==> src/hw/rtl/xome_pkg.sv <==
// Package for the x86 opcode / ModRM encoder: descriptor and queue status types,
// prefix and ModRM constants. No dependencies.
`default_nettype none

package xome_pkg;

   localparam int unsigned MAX_BYTES  = 9;
   localparam int unsigned BYTE_IDX_W = 4;

   // operand size codes
   localparam logic [1:0] SIZE_BYTE  = 2'd0;
   localparam logic [1:0] SIZE_WORD  = 2'd1;
   localparam logic [1:0] SIZE_DWORD = 2'd2;
   localparam logic [1:0] SIZE_QWORD = 2'd3;

   localparam logic [7:0] PREFIX_WORD  = 8'h66;
   localparam logic [7:0] PREFIX_QWORD = 8'h48;

   // ModRM mod field codes
   localparam logic [1:0] MOD_NODISP = 2'b00;
   localparam logic [1:0] MOD_DISP8  = 2'b01;
   localparam logic [1:0] MOD_DISP32 = 2'b10;
   localparam logic [1:0] MOD_REG    = 2'b11;

   localparam logic [2:0] REG_SP    = 3'd4;
   localparam logic [2:0] REG_BP    = 3'd5;
   localparam logic [2:0] RM_SIB    = 3'd4;
   localparam logic [2:0] RM_DISP32 = 3'd5;

   // SIB: no index, base SP
   localparam logic [7:0] SIB_SP_BASE = {2'b00, REG_SP, REG_SP};

   // One fully encoded instruction, as handed from front to back
   typedef struct packed {
      logic [MAX_BYTES-1:0][7:0] bytes;
      logic [BYTE_IDX_W-1:0]     count;
      logic [BYTE_IDX_W-1:0]     reloc_idx;
      logic                      reloc_en;
   } desc_type;

   typedef struct packed {
      logic full;
      logic empty;
   } queue_status_type;

endpackage

`default_nettype wire

==> src/hw/rtl/xome_front.sv <==
// Front end: takes a request, encodes it into a byte descriptor and holds it
// until the queue has room. Depends on xome_pkg.
`default_nettype none

module xome_front (
   input  wire logic                 clock,
   input  wire logic                 reset,
   input  wire logic                 start,
   output logic                      busy,
   input  wire logic [15:0]          req_opcode,
   input  wire logic [1:0]           req_operand_size,
   input  wire logic [2:0]           req_reg_field,
   input  wire logic                 req_register_direct,
   input  wire logic [2:0]           req_base_reg,
   input  wire logic                 req_has_label,
   input  wire logic signed [31:0]   req_displacement,
   input  wire logic                 queue_full,
   output logic                      push,
   output xome_pkg::desc_type        push_desc
);

   xome_pkg::desc_type desc_ff, desc_in;
   logic               vld_ff, vld_in;
   logic               load;
   logic               accept;

   logic [xome_pkg::BYTE_IDX_W-1:0] n;
   logic [1:0]  mod;
   logic [2:0]  rm;
   logic        use_sib;
   logic [2:0]  disp_len;
   logic        disp_zero;
   logic        disp_short;
   logic [31:0] disp_u;

   assign load   = !vld_ff || !queue_full;
   assign busy   = !load;
   assign accept = start && load;
   assign push   = vld_ff && !queue_full;
   assign push_desc = desc_ff;

   // encode
   always_comb begin
      desc_in    = '0;
      n          = '0;
      disp_u     = req_displacement;
      disp_zero  = (disp_u == 32'd0);
      // fits disp8 when bits 31..7 are all equal
      disp_short = (disp_u[31:7] == '0) || (disp_u[31:7] == '1);

      if (req_register_direct) begin
         mod = xome_pkg::MOD_REG;
      end else if (req_has_label) begin
         mod = xome_pkg::MOD_NODISP;
      end else if (disp_zero && req_base_reg != xome_pkg::REG_BP) begin
         mod = xome_pkg::MOD_NODISP;
      end else if (disp_short) begin
         mod = xome_pkg::MOD_DISP8;
      end else begin
         mod = xome_pkg::MOD_DISP32;
      end

      use_sib = !req_register_direct && !req_has_label && req_base_reg == xome_pkg::REG_SP;

      if (!req_register_direct && req_has_label) begin
         rm = xome_pkg::RM_DISP32;
      end else if (use_sib) begin
         rm = xome_pkg::RM_SIB;
      end else begin
         rm = req_base_reg;
      end

      if (mod == xome_pkg::MOD_DISP8) begin
         disp_len = 3'd1;
      end else if (mod == xome_pkg::MOD_DISP32 ||
                   (!req_register_direct && req_has_label)) begin
         disp_len = 3'd4;
      end else begin
         disp_len = 3'd0;
      end

      if (req_operand_size == xome_pkg::SIZE_WORD) begin
         desc_in.bytes[n] = xome_pkg::PREFIX_WORD;
         n = n + 1'b1;
      end else if (req_operand_size == xome_pkg::SIZE_QWORD) begin
         desc_in.bytes[n] = xome_pkg::PREFIX_QWORD;
         n = n + 1'b1;
      end
      if (req_opcode[15:8] != 8'd0) begin
         desc_in.bytes[n] = req_opcode[15:8];
         n = n + 1'b1;
      end
      desc_in.bytes[n] = req_opcode[7:0] |
                         {7'd0, req_operand_size != xome_pkg::SIZE_BYTE};
      n = n + 1'b1;
      desc_in.bytes[n] = {mod, req_reg_field, rm};
      n = n + 1'b1;
      if (use_sib) begin
         desc_in.bytes[n] = xome_pkg::SIB_SP_BASE;
         n = n + 1'b1;
      end
      desc_in.reloc_idx = n;
      desc_in.reloc_en  = !req_register_direct && req_has_label;
      for (int k = 0; k < 4; k++) begin
         if (3'(k) < disp_len) begin
            desc_in.bytes[n] = disp_u[8*k +: 8];
            n = n + 1'b1;
         end
      end
      desc_in.count = n;
   end

   always_comb begin
      if (accept) begin
         vld_in = 1'b1;
      end else if (push) begin
         vld_in = 1'b0;
      end else begin
         vld_in = vld_ff;
      end
   end

   always_ff @(posedge clock) begin
      if (reset) begin
         vld_ff <= 1'b0;
      end else begin
         vld_ff <= vld_in;
      end
   end

   always_ff @(posedge clock) begin
      if (accept) begin
         desc_ff <= desc_in;
      end
   end

endmodule

`default_nettype wire

==> src/hw/rtl/xome_queue.sv <==
// Descriptor queue between front and back ends (registered entries).
// Depends on xome_pkg.
`default_nettype none

module xome_queue #(
   parameter int unsigned DEPTH = 2
) (
   input  wire logic                   clock,
   input  wire logic                   reset,
   input  wire logic                   push,
   input  wire xome_pkg::desc_type     push_desc,
   input  wire logic                   pop,
   output xome_pkg::desc_type          head_desc,
   output xome_pkg::queue_status_type  status
);

   localparam int unsigned PTR_W = $clog2(DEPTH);
   localparam int unsigned CNT_W = $clog2(DEPTH + 1);
   localparam logic [PTR_W-1:0] LAST_PTR = PTR_W'(DEPTH - 1);

   xome_pkg::desc_type entry_ff [DEPTH];
   logic [PTR_W-1:0]   wr_ptr_ff, wr_ptr_in;
   logic [PTR_W-1:0]   rd_ptr_ff, rd_ptr_in;
   logic [CNT_W-1:0]   cnt_ff, cnt_in;
   logic               do_push, do_pop;

   assign status.full  = (cnt_ff == CNT_W'(DEPTH));
   assign status.empty = (cnt_ff == '0);
   assign do_push      = push && !status.full;
   assign do_pop       = pop && !status.empty;
   assign head_desc    = entry_ff[rd_ptr_ff];

   always_comb begin
      wr_ptr_in = wr_ptr_ff;
      rd_ptr_in = rd_ptr_ff;
      cnt_in    = cnt_ff;
      if (do_push) begin
         wr_ptr_in = (wr_ptr_ff == LAST_PTR) ? '0 : wr_ptr_ff + 1'b1;
      end
      if (do_pop) begin
         rd_ptr_in = (rd_ptr_ff == LAST_PTR) ? '0 : rd_ptr_ff + 1'b1;
      end
      if (do_push && !do_pop) begin
         cnt_in = cnt_ff + 1'b1;
      end else if (do_pop && !do_push) begin
         cnt_in = cnt_ff - 1'b1;
      end
   end

   always_ff @(posedge clock) begin
      if (reset) begin
         wr_ptr_ff <= '0;
         rd_ptr_ff <= '0;
         cnt_ff    <= '0;
      end else begin
         wr_ptr_ff <= wr_ptr_in;
         rd_ptr_ff <= rd_ptr_in;
         cnt_ff    <= cnt_in;
      end
   end

   always_ff @(posedge clock) begin
      if (do_push) begin
         entry_ff[wr_ptr_ff] <= push_desc;
      end
   end

endmodule

`default_nettype wire

==> src/hw/rtl/xome_back.sv <==
// Back end: walks the head descriptor one byte per cycle onto registered
// result ports and retires it after its last byte. Depends on xome_pkg.
`default_nettype none

module xome_back (
   input  wire logic                   clock,
   input  wire logic                   reset,
   input  wire xome_pkg::desc_type     head_desc,
   input  wire xome_pkg::queue_status_type status,
   output logic                        pop,
   output logic                        rsp_strobe,
   output logic [7:0]                  rsp_out_byte,
   output logic                        rsp_reloc_start,
   output logic                        rsp_last
);

   logic [xome_pkg::BYTE_IDX_W-1:0] idx_ff, idx_in;
   logic       emit;
   logic       at_last;
   logic       strobe_ff, strobe_in;
   logic [7:0] byte_ff, byte_in;
   logic       reloc_ff, reloc_in;
   logic       last_ff, last_in;

   assign emit    = !status.empty;
   assign at_last = (idx_ff == head_desc.count - 1'b1);
   assign pop     = emit && at_last;

   always_comb begin
      strobe_in = emit;
      byte_in   = head_desc.bytes[idx_ff];
      reloc_in  = emit && head_desc.reloc_en && (idx_ff == head_desc.reloc_idx);
      last_in   = emit && at_last;
      if (!emit) begin
         idx_in = idx_ff;
      end else if (at_last) begin
         idx_in = '0;
      end else begin
         idx_in = idx_ff + 1'b1;
      end
   end

   always_ff @(posedge clock) begin
      if (reset) begin
         idx_ff    <= '0;
         strobe_ff <= 1'b0;
         reloc_ff  <= 1'b0;
         last_ff   <= 1'b0;
      end else begin
         idx_ff    <= idx_in;
         strobe_ff <= strobe_in;
         reloc_ff  <= reloc_in;
         last_ff   <= last_in;
      end
   end

   always_ff @(posedge clock) begin
      byte_ff <= byte_in;
   end

   assign rsp_strobe      = strobe_ff;
   assign rsp_out_byte    = byte_ff;
   assign rsp_reloc_start = reloc_ff;
   assign rsp_last        = last_ff;

endmodule

`default_nettype wire

==> src/hw/rtl/x86_opcode_modrm_encoder.sv <==
// Top level of the x86 opcode / ModRM / SIB encoder.
// Instantiates xome_front, xome_queue and xome_back; uses xome_pkg.
//
// Usage:
//  - Request channel: drive req_* and raise start; the request transfers at a
//    rising edge where start is high and busy is low.
//  - Result channel: one instruction byte per cycle on rsp_out_byte, marked by
//    rsp_strobe for exactly one cycle. rsp_last flags the final byte,
//    rsp_reloc_start the first byte of a label disp32. The receiver cannot
//    hold results off; it must take every strobed byte.
//  - An instruction is 2 to 9 bytes: optional 0x66/0x48 prefix, one or two
//    opcode bytes, ModRM, optional SIB, optional disp8/disp32.
//  - Path: the first byte passes the front register, the queue and the output
//    register; it waits in the front register while the queue is full.
//  - Throughput: the back end emits one byte per cycle while the queue is not
//    empty, finishing each item before the next. Back-to-back items stream
//    with no gap; the front accepts a new request every cycle while the queue
//    and front register have room, raising busy only when both are full.
//  - Reset (synchronous, active high) empties the front register and queue
//    and drops any partly emitted instruction.
`default_nettype none

module x86_opcode_modrm_encoder #(
   parameter int unsigned QUEUE_DEPTH = 2
) (
   input  wire logic                 clock,
   input  wire logic                 reset,
   input  wire logic                 start,
   output logic                      busy,
   input  wire logic [15:0]          req_opcode,
   input  wire logic [1:0]           req_operand_size,
   input  wire logic [2:0]           req_reg_field,
   input  wire logic                 req_register_direct,
   input  wire logic [2:0]           req_base_reg,
   input  wire logic                 req_has_label,
   input  wire logic signed [31:0]   req_displacement,
   output logic                      rsp_strobe,
   output logic [7:0]                rsp_out_byte,
   output logic                      rsp_reloc_start,
   output logic                      rsp_last
);

   logic                       push;
   xome_pkg::desc_type         push_desc;
   logic                       pop;
   xome_pkg::desc_type         head_desc;
   xome_pkg::queue_status_type queue_status;

   // front: encode the request into a byte descriptor
   xome_front u_front (
      .clock               (clock),
      .reset               (reset),
      .start               (start),
      .busy                (busy),
      .req_opcode          (req_opcode),
      .req_operand_size    (req_operand_size),
      .req_reg_field       (req_reg_field),
      .req_register_direct (req_register_direct),
      .req_base_reg        (req_base_reg),
      .req_has_label       (req_has_label),
      .req_displacement    (req_displacement),
      .queue_full          (queue_status.full),
      .push                (push),
      .push_desc           (push_desc)
   );

   // decouples encoding from byte emission
   xome_queue #(
      .DEPTH (QUEUE_DEPTH)
   ) u_queue (
      .clock     (clock),
      .reset     (reset),
      .push      (push),
      .push_desc (push_desc),
      .pop       (pop),
      .head_desc (head_desc),
      .status    (queue_status)
   );

   // back: serialize bytes
   xome_back u_back (
      .clock           (clock),
      .reset           (reset),
      .head_desc       (head_desc),
      .status          (queue_status),
      .pop             (pop),
      .rsp_strobe      (rsp_strobe),
      .rsp_out_byte    (rsp_out_byte),
      .rsp_reloc_start (rsp_reloc_start),
      .rsp_last        (rsp_last)
   );

   // a reloc byte opens a dword, so it is never last and the next byte follows
   a_reloc_not_last: assert property (@(posedge clock) disable iff (reset)
      rsp_reloc_start |-> !rsp_last)
      else $error("reloc_start on last byte");

   a_reloc_followed: assert property (@(posedge clock) disable iff (reset)
      rsp_reloc_start |=> rsp_strobe && !rsp_last)
      else $error("displacement byte missing after reloc_start");

   // busy can only assert after a request was taken into the front register
   a_busy_after_transfer: assert property (@(posedge clock) disable iff (reset)
      $rose(busy) |-> $past(start))
      else $error("busy rose without a transfer");

endmodule

`default_nettype wire

==> config.mk <==
export PLATFORM = sky130hd
export DESIGN_NAME = x86_opcode_modrm_encoder
export DESIGN_NICKNAME = d
export VERILOG_FILES = /design/src/hw/rtl/xome_pkg.sv /design/src/hw/rtl/xome_front.sv /design/src/hw/rtl/xome_queue.sv /design/src/hw/rtl/xome_back.sv /design/src/hw/rtl/x86_opcode_modrm_encoder.sv
export SDC_FILE = /design/constraint.sdc
export NUM_CORES = 1
export LEC_CHECK = 0
export ABC_AREA = 0
export BUFFER_PORTS_ARGS = -buffer_cell sky130_fd_sc_hd__buf_4
export CAP_MARGIN = 20
export CORE_ASPECT_RATIO = 0.5
export CORE_MARGIN = 3
export CORE_UTILIZATION = 36
export CTS_CLUSTER_SIZE = 16
export DETAILED_ROUTE_END_ITERATION = 12
export PLACE_DENSITY = 0.53
export SLEW_MARGIN = 20
export SYNTH_ARGS = -nofsm -noshare
export SYNTH_HDL_FRONTEND = slang
export SYNTH_HIERARCHICAL = 1
export SYNTH_SLANG_ARGS = --single-unit
==> constraint.sdc <==
create_clock -name clock -period 4.5 [get_ports clock]
set_input_delay 0.675 -clock clock [delete_from_list [all_inputs] [get_ports clock]]
set_output_delay 0.675 -clock clock [all_outputs]
set_load 0.005 [all_outputs]
-- Word level (Yosys, flattened, before mapping)
Memory sizes are Yosys's and may differ from the RTL's. A register that Yosys moved wholly into a read port is not among the register bits.
Cells that the tools add are included.
- register bits after elaboration: 101
- ROM bits: 0
- memories kept: 1
- bits in latches: 0
- RAM bits: 162
- reduce and logical (&&, ||, !) cells: 39
- $add $sub $neg: 14
- equality and inequality tests: 10
- shift-type cells: 0
- divide/modulo/power cells: 0
- mux-type cells: 60
- order comparisons: 21
- bitwise operators: 4
- multipliers: 0
- memories (name ; words ; width ; rd ports ; clocked after memory_dff ; write ports ; line ; RTL):
    u_queue.entry_ff ; 2 ; 81 ; 1 ; 1 ; 1 ; xome_queue.sv:21 ; xome_pkg::desc_type entry_ff [DEPTH];
- operator list (operator ; number):
    bitwise mux 72 bit ; 7
    2-to-1 mux 72 bit ; 6
    demux 8 bit (select 4 bit) ; 8
    2-to-1 mux 8 bit ; 10
    bitwise AND 54 bit ; 1
    inverter 54 bit ; 1
    < comparator 4 x 5 -> 1 bit (second input constant) ; 9
    adder 4 x 1 -> 4 bit (second input constant) ; 9
    binary-select mux 8 bit (select 4 bit) ; 1
    >= comparator 4 x 1 -> 1 bit (second input constant) ; 8
    zero test 32 bit ; 1
    2-to-1 mux 4 bit ; 8
    == test 25 bit (second input constant) ; 1
    zero test 25 bit ; 1
    logical AND 1 bit ; 21
    OR 18 bit ; 1
    2-to-1 mux 2 bit ; 6
    2-to-1 mux 3 bit ; 4
    2-to-1 mux 1 bit ; 9
    == test 4 bit ; 2
    zero test 1 bit ; 8
    OR 8 x 1 -> 8 bit ; 1
    nonzero test 8 bit ; 1
    2-to-1 mux 7 bit ; 1
    other kinds (13) ; 23

-- Longest topological paths before layout
Gate-level depths: netlist of the first run.
- depth in word-level cells: 22
- mapped depth: 18

-- Modules after synthesis
Netlist of the first run, hierarchy kept.
- by module, submodules not included (module ; area an instance (um2) ; times used ; sequential area each (um2) ; cells each):
    xome_front ; 7634.8 ; 1 ; 2452.4 ; 847
    xome_queue ; 6059.6 ; 1 ; 4964.8 ; 277
    xome_back ; 1172.4 ; 1 ; 300.3 ; 115

-- Worst setup path after synthesis of the first run
No wires, ideal clock.
- path type: input -> register
- start point: input req_displacement[13]
- end point: register u_front.desc_ff, in the netlist u_front/push_desc[65], data pin
- setup time: 266 ps
- slack: -400 ps
- stages: 16
- arrival time: 4634 ps
- buffers on the path: 4
- required time: 4234 ps
- cell sequence: clkbuf_1 -> nor4_1 -> nand4_1 -> o41ai_1 -> buf_2 -> mux2i_1 -> ha_1 -> clkbuf_1 -> a21o_1 -> ha_1 -> a21o_1 -> ha_1 -> nor3b_1 -> and3_1 -> clkbuf_1 -> o31ai_1
- RTL lines (element ; line ; RTL):
    start, declared ; x86_opcode_modrm_encoder.sv:36 ; input wire logic signed [31:0] req_displacement,
    end signal, assigned ; xome_front.sv:133 ; desc_ff <= desc_in;
    end, declared ; xome_front.sv:22 ; xome_pkg::desc_type desc_ff, desc_in;

==> impl_metrics.env, run 1 <==
export IMPL_run_status="completed"
export IMPL_post_drt_wl_per_cell_um=25.3
export IMPL_cts_made_buffers=27
export IMPL_start_util=0.373
export IMPL_netlist_instances=1239
export IMPL_hpwl_um=38500
export IMPL_tns_ns=0
export IMPL_h_tree_depth=1
export IMPL_slew_headroom=0.259
export IMPL_p_comb_frac=0.206
export IMPL_pwr_share_seq=0.479
export IMPL_viasPerCell=5.75
export IMPL_rows=51
export IMPL_critPathKind="primary input to register"
export IMPL_critPathLaunchType="primary input"
export IMPL_grt_start_max_net_pins=82
export IMPL_arrival_ns=4.73
export IMPL_ys_seq_area_frac=0.519
export IMPL_cp_max_fo=8
export IMPL_tritoncts="yes"
export IMPL_fmax_mhz=230
export IMPL_die_y_um=150
export IMPL_antenna_cells=0
export IMPL_die_w_um=293
export IMPL_yosysWarnings=6
export IMPL_clk_latency_ns=0.52
export IMPL_rsz0062_at_grt="true"
export IMPL_postLayoutCellArea_mm2=0.0182
export IMPL_place_worst_setup_slack_ns=-0.467
export IMPL_synthToLayoutAreaGrowth_pct=22.4
export IMPL_grt_antenna_before_repair=4
export IMPL_ys_types=84
export IMPL_p_sw_frac=0.268
export IMPL_skew_ns=0.0130
export IMPL_peakVddDrop_uv=218
export IMPL_port_buffers=72
export IMPL_synth_top_area_cell="edfxtp_1"
export IMPL_cp_required_ns=4.88
export IMPL_layout_drive_gt1_share=0.331
export IMPL_clock_path_buffers=3
export IMPL_stdcell_count=1992
export IMPL_place_area_mm2=0.0174
export IMPL_die_area_mm2=0.0439
export IMPL_syn_num_nets=1323
export IMPL_synth_area_leaders="edfxtp_1, mux2_2, mux2i_1"
export IMPL_grt_pass1_wl_um=74300
export IMPL_worstHoldStart="start"
export IMPL_coreArea_mm2=0.0398
export IMPL_postSynthAreaPerCell_um2=12.0
export IMPL_grt_pass1_vias=11300
export IMPL_dpl_cell_count=1943
export IMPL_gp_congestion=0.924
export IMPL_setup_viol=0
export IMPL_p_clk_frac=0.316
export IMPL_final_nets=1526
export IMPL_fill_cells=3690
export IMPL_timing_final_hold_violations=0
export IMPL_power_density_mw_per_mm2=352
export IMPL_max_slew_worst_pin_slew_ns=1.10
export IMPL_cts_setup_buffers=0
export IMPL_slew_violations=0
export IMPL_synth_top_area_share=0.491
export IMPL_synth_ff_type="edfxtp_1"
export IMPL_drc_errors=0
export IMPL_power_switching_uw=1720
export IMPL_dr_pass1_iters=5
export IMPL_finalCritPeriodShare=0.966
export IMPL_ant_nets=0
export IMPL_clk_pin_slew_ns=0.06
export IMPL_cts_root_buf="clkbuf_16"
export IMPL_crit_start="req_displacement[7]"
export IMPL_period_needed_ns=4.35
export IMPL_grt_overflow=0
export IMPL_cap_viol_max_count=0
export IMPL_leakagePower_uw=0.00662
export IMPL_synth_edf_count=243
export IMPL_drt_iter0_markers=1362
export IMPL_endpoint_kind="register"
export IMPL_pin_count=73
export IMPL_p_int_uw=4680
export IMPL_grt_usage=0.226
export IMPL_ys_ff_latch=264
export IMPL_cts_num_sinks=264
export IMPL_min_path_type="primary input to register"
export IMPL_finalWorstSetupSlack_ns=0.155
export IMPL_syn_cell_area_mm2=0.0149
export IMPL_ys_async_sr_fraction=0
export IMPL_wirelength_um=50400
export IMPL_vias=11500
## cells in the mapped netlist, types with 6 or more instances
| master | count |
|---|---|
| o21ai_0 | 29 |
| o31ai_1 | 32 |
| buf_4 | 10 |
| o221ai_1 | 8 |
| mux2i_1 | 67 |
| mux4_2 | 6 |
| xnor2_1 | 9 |
| a21o_1 | 6 |
| a311oi_1 | 11 |
| nand3_1 | 39 |
| inv_1 | 30 |
| nand2_1 | 83 |
| xor2_1 | 11 |
| a31oi_1 | 40 |
| nor4_1 | 40 |
| or3_1 | 9 |
| o211ai_1 | 34 |
| nor2b_1 | 8 |
| nand3b_1 | 6 |
| nand4_1 | 25 |
| a221oi_1 | 6 |
| nor3_1 | 26 |
| mux2_2 | 125 |
| buf_2 | 24 |
| clkbuf_1 | 50 |
| edfxtp_1 | 243 |
| a21oi_1 | 22 |
| buf_1 | 7 |
| ha_1 | 23 |
| dfxtp_1 | 21 |
| a211oi_1 | 20 |
| nor2_1 | 46 |
| and3_1 | 14 |
## power groups by stage
stage	registers (uW)	clock network [uW]	logic (uW)
after floorplan	3050	0	710
after global placement	3100	0	1280
after global routing	3080	2170	1410
final	3060	2020	1320
after detailed placement	3110	0	1290
after CTS	3060	2070	1300
## per-layer routing
| metal | share of wire | GRT usage | up-vias |
|---|---|---|---|
| li1 | - | - | 5298 |
| met1 | 0.47 | 0.337 | 5646 |
| met2 | 0.42 | 0.336 | 441 |
| met3 | 0.086 | 0.0486 | 71 |
| met4 | 0.021 | 0.0476 | 2 |
| met5 | 0.00026 | 0 | - |
## placed cells by master, fill, tap and decap left out, drive strengths merged, types with 4 or more instances in the layout
cell       n
xor2      11
o2111ai    4
nand3b     6
dfxtp     21
a31oi     40
a41oi      4
edfxtp   243
or3        9
a311oi    12
mux2i     67
nor4      45
mux2     128
a21oi     22
mux4       8
nand3     39
o211ai    34
nand4     25
xnor2     10
nor3      30
a211oi    20
inv       32
o31a       4
a21o       6
nand2     83
o31ai     32
clkbuf    35
a221oi     6
ha        23
nor2b      9
a22oi      5
buf      270
clkinv    16
o21ai     33
o221ai     8
and3      14
nor2      47
and2       5
## sequential cells by signal (all words and copies together) (netlist names), named ones only
register	flops
u_front/push_desc	81
u_back/rsp_reloc_start	1
u_back/rsp_last	1
u_back/idx_ff	4
u_back/rsp_out_byte	8
u_queue/rd_ptr_ff	1
u_queue/entry_ff	162
u_back/rsp_strobe	1
u_queue/cnt_ff	2
u_queue/wr_ptr_ff	1
u_front/vld_ff	1
## path summary, 6_finish.rpt
check | end | slack (ns) | depth (start not counted)
max | u_front/push_desc[67]$_DFFE_PP_ | 0.15 | 17
min | u_front/vld_ff$_SDFFE_PP0P_ | 0.39 | 3
max reg2reg | u_queue/cnt_ff[1]$_SDFFE_PP0P_ | 1.47 | 10
min reg2reg | u_queue/entry_ff[0][27]$_DFFE_PP_ | 0.45 | 0
## timing repair
item                       CTS  global route
setup endpoints to repair    0             3
hold buffers                 0             0
gates resized for setup      0             4
## kinds of logic after synthesis
logic type                 after synthesis  share of synthesized area
xor gates and xnor gates                22                     0.0144
muxes                                  203                      0.155
adders and majority gates               23                     0.0194
AOI/OAI and AO/OA                      264                      0.129
DFF                                    264                      0.519
buffers and inverters                  131                     0.0393
and+or+nand+nor                        332                      0.124
## worst max-delay path, cell delays in order
cell,delay [ns]
buf_4,0.11
nor4_1,0.44
nand4_1,0.31
o41ai_2,0.38
buf_4,0.18
mux2i_4,0.27
buf_4,0.16
inv_1,0.05
nor2_1,0.15
a21o_1,0.17
ha_4,0.23
a21o_1,0.18
ha_1,0.22
nor3b_4,0.16
and3_1,0.31
o31ai_1,0.54
buf_4,0.20
## final cells by class
| type | instances | area (um2) | area share |
|---|---|---|---|
| multi-input cells | 844 | 6710 | 0.369 |
| inverters | 35 | 133 | 0.00729 |
| well taps | 530 | 663 | 0.0364 |
| clock buffers | 35 | 706 | 0.0388 |
| clock inverters | 14 | 91.3 | 0.00502 |
| repair buffers | 270 | 2180 | 0.120 |
| flip-flops and latches | 264 | 7720 | 0.424 |
## stage by stage
stage	util	hold WS, ns	power [uW]
2_1_floorplan	-	0.421	3760
3_3_place_gp	0.436	0.423	4390
3_5_place_dp	0.436	0.434	4410
4_1_cts	0.456	0.369	6430
5_1_grt	0.457	0.371	6660
6_report	0.457	0.387	6400
Power figures use the tool's default switching activity.
==> run 2, diff against run 1 <==
Settings changed: PLACE_DENSITY 0.53 to 0.52.
Clock period 4.5 ns to 4.7 ns, I/O delays scaled along.
==> run 2 against run 1 <==
Against the previous run:
- sequential share of layout area is 1.3 points higher
- final area is 2.9% lower
- worst hold slack better by 0.0097 ns
- largest power group unchanged
- highest routed layer unchanged
==> impl_metrics.env, run 2 (synthesized netlist as in run 1, its figures left out) <==
export IMPL_worstHoldStart="start"
export IMPL_grt_start_max_net_pins=82
export IMPL_post_drt_wl_per_cell_um=26.2
export IMPL_cp_required_ns=5.11
export IMPL_fill_cells=3757
export IMPL_clock_path_buffers=3
export IMPL_slowest_delay_ns=0.45
export IMPL_grt_pass1_vias=10900
export IMPL_pin_count=73
export IMPL_cts_setup_buffers=0
export IMPL_layout_drive_gt1_share=0.305
export IMPL_hpwl_um=38500
export IMPL_pwr_share_seq=0.484
export IMPL_p_comb_frac=0.196
export IMPL_rr_worst_depth=10
export IMPL_skew_ns=0.0104
export IMPL_synthToLayoutAreaGrowth_pct=18.9
export IMPL_dr_pass1_iters=6
export IMPL_endpoint_kind="register"
export IMPL_wirelength_um=50800
export IMPL_die_y_um=150
export IMPL_peakVddDrop_uv=234
export IMPL_h_tree_depth=1
export IMPL_tns_ns=0
export IMPL_p_sw_frac=0.275
export IMPL_viasPerCell=5.85
export IMPL_fin_util=0.444
export IMPL_leakagePower_uw=0.00634
export IMPL_cts_made_buffers=25
export IMPL_grt_antenna_before_repair=5
export IMPL_path_buf_inv=4
export IMPL_setup_viol=0
export IMPL_cts_resized=1
export IMPL_top_register="u_queue/entry_ff"
export IMPL_stdcell_count=1943
export IMPL_place_area_mm2=0.0169
export IMPL_timing_final_hold_violations=0
export IMPL_rows=51
export IMPL_drc_errors=0
export IMPL_power_density_mw_per_mm2=344
export IMPL_crit_slowest_cell="or3_1"
export IMPL_period_needed_ns=4.42
export IMPL_grt_pass1_wl_um=73800
export IMPL_critPathLaunchType="primary input"
export IMPL_largest_reg_flops=162
export IMPL_hold_depth=3
export IMPL_die_area_mm2=0.0439
export IMPL_slew_violations=0
export IMPL_cp_cell_sequence="buf_4 > nor4_1 > nand2_1 > buf_4 > inv_1 > ha_1 > nand3_1 > o21ai_1 > ha_1 > mux2i_2 > ha_1 > a21o_1 > ha_1 > a21oi_1 > ha_1 > nand3b_1 > or3_1 > a31oi_1 > buf_4"
export IMPL_die_w_um=293
export IMPL_grt_overflow=0
export IMPL_rsz0062_at_grt="true"
export IMPL_drt_iter0_markers=1376
export IMPL_cts_num_sinks=264
export IMPL_fmax_mhz=226
export IMPL_coreArea_mm2=0.0398
export IMPL_finalCritPeriodShare=0.941
export IMPL_arrival_ns=4.83
export IMPL_gp_congestion=0.950
export IMPL_final_cell_mix="edfxtp_1, buf_4, mux2_2"
export IMPL_holdWs_ns=0.397
export IMPL_min_path_type="primary input to register"
export IMPL_final_nets=1481
export IMPL_p_int_uw=4400
export IMPL_vias=11400
export IMPL_dpl_cell_count=1900
export IMPL_power_switching_uw=1670
export IMPL_run_status="completed"
export IMPL_tritoncts="yes"
export IMPL_cp_common_cell="ha_1"
export IMPL_clk_pin_slew_ns=0.07
export IMPL_max_slew_worst_pin_slew_ns=1.06
export IMPL_clk_latency_ns=0.53
export IMPL_start_util=0.373
export IMPL_critPathKind="primary input to register"
export IMPL_p_clk_frac=0.320
export IMPL_layout_commonest_cell="edfxtp_1"
export IMPL_port_buffers=72
export IMPL_worst_path_stages=19
export IMPL_ant_nets=0
export IMPL_grt_usage=0.227
export IMPL_crit_start="req_opcode[12]"
export IMPL_cp_max_fo=8
export IMPL_crit_family="adder cells"
export IMPL_cap_viol_max_count=0
export IMPL_cts_root_buf="clkbuf_16"
export IMPL_cts_hold_buf=0
export IMPL_slew_headroom=0.291
export IMPL_postLayoutCellArea_mm2=0.0177
## run 2: cell count changes in the layout (fill, tap and decap cells not counted), sizes merged
cell | previous run | this run
buf | 270 | 227
clkbuf | 35 | 31
bufinv | 1 | 2
clkinv | 16 | 9
inv | 32 | 35
diode | 0 | 1
## run 2: path summary, 6_finish.rpt
path | slack, ns | endpoint
max reg2reg | 1.66 | u_queue/cnt_ff[1]$_SDFFE_PP0P_
max | 0.28 | u_front/push_desc[41]$_DFFE_PP_
min reg2reg | 0.45 | u_queue/entry_ff[1][71]$_DFFE_PP_
min | 0.40 | u_front/vld_ff$_SDFFE_PP0P_
## run 2: cell type report
type	instances	area [um2]	area share
repair buffers	227	1750	0.0993
diodes	1	2.50	0.000142
multi-input cells	844	6640	0.376
clock inverters	11	113	0.00637
well taps	530	663	0.0375
inverters	35	133	0.00750
flip-flops and latches	264	7720	0.437
clock buffers	31	648	0.0367
## run 2: power groups by stage
stage | registers (uW) | logic, uW | clock network (uW)
finish | 2940 | 1190 | 1950
global route | 2960 | 1270 | 2080
CTS | 2940 | 1170 | 1990
detailed placement | 2990 | 1170 | 0
global placement | 2980 | 1160 | 0
floorplan | 2920 | 665 | 0
## run 2: through the flow
stage | total power [uW] | setup WS [ns]
finish | 6070 | 0.277
detailed placement | 4160 | -0.651
floorplan | 3590 | 0.0102
global route | 6310 | -0.0270
CTS | 6100 | 0.205
global placement | 4140 | -0.614
## run 2: routing by layer
metal / global-route usage / part of all wire / up-vias
met2: 0.327 / 0.40 / 445
li1: - / - / 5210
met4: 0.0610 / 0.027 / 4
met5: 0 / 0.00049 / -
met3: 0.0494 / 0.085 / 70
met1: 0.342 / 0.48 / 5633
## run 2: worst min-delay path: stages
cell and delay, ns:
buf_4 0.08, nor2_1 0.04, nor2_1 0.07
==> run 3, diff against run 2 <==
Settings changed: CORE_ASPECT_RATIO 0.5 to 0.6, CORE_UTILIZATION 36 to 39, PLACE_DENSITY 0.52 to 0.55.
==> run 3 against run 2 <==
Against the previous run:
- first-iteration DRC count rose by 25%
- flip-flop and latch count did not move
- setup slack got worse by 0.099 ns
- clock power barely moved
- via count rose by 3.1%
- clock-buffer cell count rose by 1
- worst hold slack got worse by 0.011 ns
- critical path depth fell by 4
- routed wire length fell by 0.41%
- global-route usage rose by 1.7 points
- final cell count fell by 0.72%
==> impl_metrics.env, run 3 (synthesized netlist as in run 1, its figures left out) <==
export IMPL_run_status="completed"
export IMPL_total_power_uw=6050
export IMPL_tritoncts="yes"
export IMPL_cts_hold_buf=0
export IMPL_slew_violations=0
export IMPL_slew_headroom=0.297
export IMPL_drc_errors=0
export IMPL_post_drt_wl_per_cell_um=26.2
export IMPL_largest_reg_flops=162
export IMPL_top_register="u_queue/entry_ff"
export IMPL_die_y_um=157
export IMPL_min_path_type="primary input to register"
export IMPL_place_worst_setup_slack_ns=-0.157
export IMPL_coreArea_mm2=0.0370
export IMPL_cts_setup_buffers=0
export IMPL_cp_common_cell="buf_4"
export IMPL_cts_resized=0
export IMPL_clk_latency_ns=0.54
export IMPL_cts_num_sinks=264
export IMPL_setup_viol=0
export IMPL_grt_pass1_vias=11000
export IMPL_slowest_delay_ns=0.69
export IMPL_timing_final_hold_violations=0
export IMPL_die_area_mm2=0.0406
export IMPL_cap_viol_max_count=0
export IMPL_period_needed_ns=4.52
export IMPL_start_util=0.402
export IMPL_endpoint_kind="register"
export IMPL_crit_slowest_cell="nor4_1"
export IMPL_viasPerCell=6.07
export IMPL_cp_required_ns=4.98
export IMPL_power_density_mw_per_mm2=341
export IMPL_layout_drive_gt1_share=0.313
export IMPL_dr_pass1_iters=6
export IMPL_rsz0062_at_grt="false"
export IMPL_cts_made_buffers=25
export IMPL_finalCritPeriodShare=0.962
export IMPL_ant_nets=0
export IMPL_critPathLaunchType="primary input"
export IMPL_grt_antenna_before_repair=2
export IMPL_peakVddDrop_uv=235
export IMPL_cts_root_buf="clkbuf_16"
export IMPL_fmax_mhz=221
export IMPL_grt_usage=0.244
export IMPL_wirelength_um=50600
export IMPL_layout_commonest_cell="edfxtp_1"
export IMPL_max_slew_worst_pin_slew_ns=1.05
export IMPL_tns_ns=0
export IMPL_critPathKind="primary input to register"
export IMPL_drt_iter0_markers=1716
export IMPL_crit_start="req_opcode[12]"
export IMPL_clock_path_buffers=3
export IMPL_grt_overflow=0
export IMPL_final_cell_mix="edfxtp_1, buf_4, mux2_2"
export IMPL_vias=11700
export IMPL_finalWorstSetupSlack_ns=0.177
export IMPL_arrival_ns=4.80
export IMPL_hpwl_um=38200
export IMPL_fin_util=0.480
export IMPL_final_nets=1490
export IMPL_synthToLayoutAreaGrowth_pct=19.3
export IMPL_pin_count=73
export IMPL_die_w_um=258
export IMPL_clk_pin_slew_ns=0.07
export IMPL_grt_pass1_wl_um=73200
export IMPL_skew_ns=0.0239
export IMPL_worstHoldStart="start"
export IMPL_rows=54
export IMPL_gp_congestion=1.03
export IMPL_h_tree_depth=1
export IMPL_port_buffers=72
export IMPL_grt_start_max_net_pins=60
export IMPL_cp_cell_sequence="buf_4 > nor4_1 > nand2_1 > ha_1 > buf_4 > nand2_1 > nor2_1 > buf_4 > o21ai_1 > o2111ai_1 > buf_4 > nor4_1 > buf_4 > a31oi_1 > mux2_2"
export IMPL_leakagePower_uw=0.00641
export IMPL_cp_max_fo=30
[run 3: cell count changes in the layout (fill, tap and decap cells not counted), sizes merged]
cell      change
buf           +9
bufinv        -2
clkbuf        +1
clkinv        +4
clkinvlp      +1
inv           -1
[run 3: cell type report]
cell class | count | area (um2)
Fill cell | 3377 | 19200
Sequential cell | 264 | 7720
Multi-Input combinational cell | 844 | 6610
Timing Repair Buffer | 236 | 1850
Clock buffer | 32 | 716
Tap cell | 504 | 631
Inverter | 35 | 133
Clock inverter | 13 | 72.6
Antenna cell | 1 | 2.50
[run 3: critical path: cells and delay by family]
| kind | cells | cell delay (ns) |
|---|---|---|
| adders and majority gates | 1 | 0.38 |
| muxes | 1 | 0.29 |
| AOI/OAI and AO/OA | 3 | 0.89 |
| buffers and inverters | 5 | 1.06 |
| and+or+nand+nor | 5 | 1.46 |
[run 3: path summary, 6_finish.rpt]
path,end,slack (ns),cells after the start
worst max-delay path,u_front/push_desc[20]$_DFFE_PP_,0.18,15
worst min-delay path,u_front/vld_ff$_SDFFE_PP0P_,0.39,3
worst max register to register,u_queue/cnt_ff[1]$_SDFFE_PP0P_,1.57,10
worst min register to register,u_queue/entry_ff[0][78]$_DFFE_PP_,0.43,0
[run 3: routing by layer]
layer / global-route usage / vias to the layer above / share of wire
met2: 0.335 / 643 / 0.40
met5: 0 / - / 0.00026
met3: 0.0696 / 57 / 0.12
li1: - / 5227 / -
met4: 0.0397 / 2 / 0.014
met1: 0.383 / 5781 / 0.47
[run 3: per-stage QoR]
stage / cells / cell area [um2] / hold slack (ns)
2_1_floorplan: 1239 / 14900 / 0.421
3_3_place_gp: 1883 / 16900 / 0.422
3_5_place_dp: 1883 / 16900 / 0.431
4_1_cts: 1928 / 17700 / 0.365
5_1_grt: 1928 / 17700 / 0.395
6_report: 1929 / 17700 / 0.386
[run 3: report_power, final]
group	internal (uW)	switching, uW
logic	482	720
registers	2820	77.1
clock network	1080	868
total	4380	1660
